`src/design/mtuf_pkg.sv`:
```
// Shared types, constants and helpers for the merge tree union-find block.
// No dependencies.
`timescale 1ns / 1ps

package mtuf_pkg;

	localparam int NV  = 1024;              // vertex capacity
	localparam int MD  = 8;                 // neighbor slots per vertex
	localparam int AW  = $clog2(NV);        // vertex index width
	localparam int CW  = AW + 1;            // vertex count width
	localparam int SW  = $clog2(MD);        // slot index width
	localparam int DW  = $clog2(MD + 1);    // degree width
	localparam int ADW = AW + SW;           // adjacency address width
	localparam int VW  = 32;                // sample value width

	typedef logic [AW-1:0]        aw_t;
	typedef logic [CW-1:0]        cw_t;
	typedef logic [DW-1:0]        dw_t;
	typedef logic signed [VW-1:0] val_t;

	typedef enum logic [1:0] {
		K_LOAD = 2'd0,
		K_LINK = 2'd1,
		K_SORT = 2'd2,
		K_STEP = 2'd3
	} kind_t;

	typedef enum logic [2:0] {
		R_SORTED = 3'd0,
		R_NODE   = 3'd1,
		R_EDGE   = 3'd2,
		R_ATTACH = 3'd3,
		R_ROOT   = 3'd4
	} rec_t;

	// operands and flags of the shared compare unit
	typedef struct packed {
		val_t a;
		val_t b;
	} cmp_op_t;

	typedef struct packed {
		logic lt;
		logic eq;
	} cmp_res_t;

	// one result word before the output register
	typedef struct packed {
		logic en;
		rec_t rec;
		aw_t  first;
		aw_t  second;
		val_t value;
		logic last;
	} res_t;

	function automatic val_t zx(input aw_t x);
		return val_t'({{(VW-AW){1'b0}}, x});
	endfunction

endpackage

```
`src/design/mtuf_cmp.sv`:
```
// Shared compare unit: signed less-than and equality on one operand pair.
// Depends on mtuf_pkg.
`timescale 1ns / 1ps

module mtuf_cmp (
	input  mtuf_pkg::cmp_op_t  op,
	output mtuf_pkg::cmp_res_t res
);

	assign res.lt = (op.a < op.b);
	assign res.eq = (op.a == op.b);

endmodule

```
`config.mk`:
```
export PLATFORM = sky130hd
export DESIGN_NAME = mtuf_cmp
export DESIGN_NICKNAME = d
export VERILOG_FILES = /design/src/design/mtuf_pkg.sv /design/src/design/mtuf_cmp.sv
export SDC_FILE = /design/constraint.sdc
export NUM_CORES = 1
export LEC_CHECK = 0
export ABC_AREA = 1
export BUFFER_PORTS_ARGS = -buffer_cell sky130_fd_sc_hd__buf_4
export CORE_AREA = 8 8 48 70
export DETAILED_ROUTE_END_ITERATION = 6
export DIE_AREA = 0 0 56 78
export PLACE_DENSITY = 0.83
export SKIP_LAST_GASP = 1
export SYNTH_ARGS = -nofsm -noshare
export SYNTH_HDL_FRONTEND = slang
export SYNTH_SLANG_ARGS = --single-unit
export TNS_END_PERCENT = 30
```
`constraint.sdc`:
```
create_clock -name vclk -period 2.1
set_input_delay 0.63 -clock vclk [all_inputs]
set_output_delay 0.63 -clock vclk [all_outputs]
set_load 0.005 [all_outputs]
```
* Yosys cells after proc, flatten, opt, wreduce, memory -nomap -nowiden
Index checks and enable logic that the tools add are counted.
** Storage, ports and cells
- Register bits after elaboration :: 0
- Input port bits :: 64
- Output and inout bits :: 2
- Word-level logic and storage cells :: 2
** Operators by class
- $lt $le $gt $ge :: 1
- Equal/unequal tests :: 1
** Operators with widths (count)
- $eq 32x32->1 :: 1
- $lt 32x32->1 :: 1

* Depth between registers and ports, before layout
- Depth in word-level cells :: 1
- Mapped depth :: 15
- Depth with buffers taken out :: 15

* Worst setup path after synthesis
OpenSTA, ideal clock, no wires.
- Path kind :: input port to output port
- Start :: in op[31] (netlist name)
- End :: out res[1] (netlist name)
- Arrival time :: 1568 ps
- Required time :: 1470 ps
- Setup slack :: -98 ps
- Stages :: 9
- Path buffers :: 0
- Path through :: inv_1 ha_1 a21oi_1 o21a_2 nand2_1 a21oi_2 nand2_1 nand2_1 nand2_1
** RTL lines
- start, declared :: RTL line mtuf_cmp.sv:6 : input mtuf_pkg::cmp_op_t op,
- end, declared :: RTL line mtuf_cmp.sv:7 : output mtuf_pkg::cmp_res_t res

==> reports/metrics.cfg <==
[setup_path]
worst_ep_required_time_ps = 1470
timing.critical_path.mode_cell = nand2_2
path_buf_inv = 3
cp_top_family = simple AND/OR/NAND/NOR gates
cp.arrival_ps = 1800
end_kind = output pin
crit_path_cell_trace = buf_4 -> inv_2 -> ha_4 -> a21oi_2 -> nor2_1 -> nor2_1 -> nand3_2 -> a21oi_2 -> nand2_2 -> nand2_2 -> nand2_2 -> buf_6
worst-path-stages = 12
crit_type = input port to output pin
cpPeakStageDelay_ps = 190
startpoint_type = input port
critical-path-slowest-cell = ha_4
crit_path_max_fanout = 2

[finish]
fillers = 186
fin_cells = 237
final_cell_area_um2 = 1764
final_cell_mix = buf_4, nand2_1, inv_1, ha_4, inv_2
diodes = 0
syn2layout_area_growth_pct = 99.15
final_common_cell = buf_4
drive_gt1_share_pct = 62.44
seqCellArea_um2 = 0
seq_cell_count = 0
nClkBuffers = 0
final_net_count = 311

[global_routing]
grt_pass1_vias = 1221
antenna_found_initial = 0
grt_usage_pct = 12.76
grt_pass1_wl_mm = 4.899
grt_max_degree = 4
grt-ovfl-total = 0

[worst_hold_path]
worstHoldPathType = input port to output pin
hold_path_depth = 5

[routing]
routed_via_density = 4.819
via_count = 1142
routedWlPerCell_um = 13.04
ant_nets = 0
finalWirelength_mm = 3.091
drt-initial-drc-count = 13
firstDrtPassIters = 4
drc = 0

[place]
place_ws_ps = -384.3
place_inst = 237
dpl-instance-area_um2 = 1627
dp_hpwl_mm = 2.785
io_buffers = 66
routabilityCongestion = 0.7335

[sta]
rsz0062_at_grt = yes
hold_viol = 0
min_period_ps = 2429
slew_violations = 0
holdWs_ps = 1795
max_slew_margin_pct = 88.63
setup_violations = 2
max_slew.worst_pin.slew_ps = 169.2
period_share_pct = 115.7
setup_tns_ps = -580.7
max_freq_mhz = 411.7
fin_ws_ps = -328.8

[floorplanning]
io_pins = 66
core_um2 = 2367
dieWidth_um = 56
dieArea_um2 = 4368
die_h_um = 78
start_util_pct = 37.42
num_rows = 22

[yosys]
avgSynthCellArea_um2 = 6.152
ys_seq_area_share_pct = 0
yosys_warnings = 0
syn-num-nets = 240
yosysUniqueCellTypes = 16
syn_inst = 144
netlist_area_um2 = 885.9

[clocking]
ctsHoldBuffers = 0
post_cts_buffers = 0

[outcome]
status = finished, violations left
failed_checks = negative setup slack

[run]
max_cap_violations = 0

[pwr]
max-vdd-ir-drop_mv = 0.1038
p_leak_uw = 0.0009384
p_per_area_nw_per_um2 = 197.4

[worst min-delay path, cell delays in order]
cell	delay, ps
buf_4	90
ha_4	190
nand4_1	80
nor3_1	40
buf_4	130
[power by group]
group | switching, uW | internal [uW] | total [uW]
combinational | 150 | 198 | 348
sequential | 0 | 0 | 0
clock | 0 | 0 | 0
[timing repair]
action	4_1_cts	5_1_grt
endpoints found under the hold margin	0	0
setup endpoints to repair	2	2
gates resized for setup	22	10
pin swaps	24	5
[per-stage QoR]
stage | util [%] | total power, uW
after CTS | 73.31 | 337.8
after global placement | 68.71 | 284.0
final | 74.52 | 348.3
after detailed placement | 68.71 | 304.6
after floorplan | - | 149.5
after global routing | 74.52 | 385.5
[routing by layer]
layer,part of all wire (%),global-route usage (%),vias to the layer above
li1,-,-,594
met1,31,10.20,509
met2,62,28.73,37
met3,6.5,3.257,2
met4,0.61,1.449,0
met5,0,0,-
[cell type report]
cell class | instances | area (um2) | share of cell area, %
multi-input combinational | 104 | 1044 | 59.15
timing repair buffer | 69 | 525.5 | 29.79
inverter | 40 | 165.2 | 9.362
tap | 24 | 30.03 | 1.702
[synthesized netlist by cell type]
cell type  instances  area share [%]
o21a_2             1            0.99
a21oi_2            1            0.99
o21ai_0            2             1.1
nor2_2             1            0.71
nand4_2            1             1.4
a21oi_1           12             6.8
nand3_1            3             1.7
ha_1              32              45
nor3_2             1             1.1
nand2_2            2             1.4
inv_1             40              17
nor3_1             2             1.1
nor2_1             9             3.8
nand2_1           34              14
nand4_1            2             1.4
a21o_1             1            0.85
[worst paths after layout]
check	end	slack, ps	start
max	res[1]	-330	op[21]
min	res[0]	1790	op[33]
[cell families (layout without fill, tap and decap cells)]
| kind of cell | count (synthesis) | count (layout) | synth area share [%] |
|---|---|---|---|
| and+or+nand+nor | 55 | 55 | 27.12 |
| buffers and inverters | 40 | 109 | 16.95 |
| adders and majority gates | 32 | 32 | 45.20 |
| AOI/OAI and AO/OA | 17 | 17 | 10.74 |
Note: power is estimated with default switching activity, not from simulation.
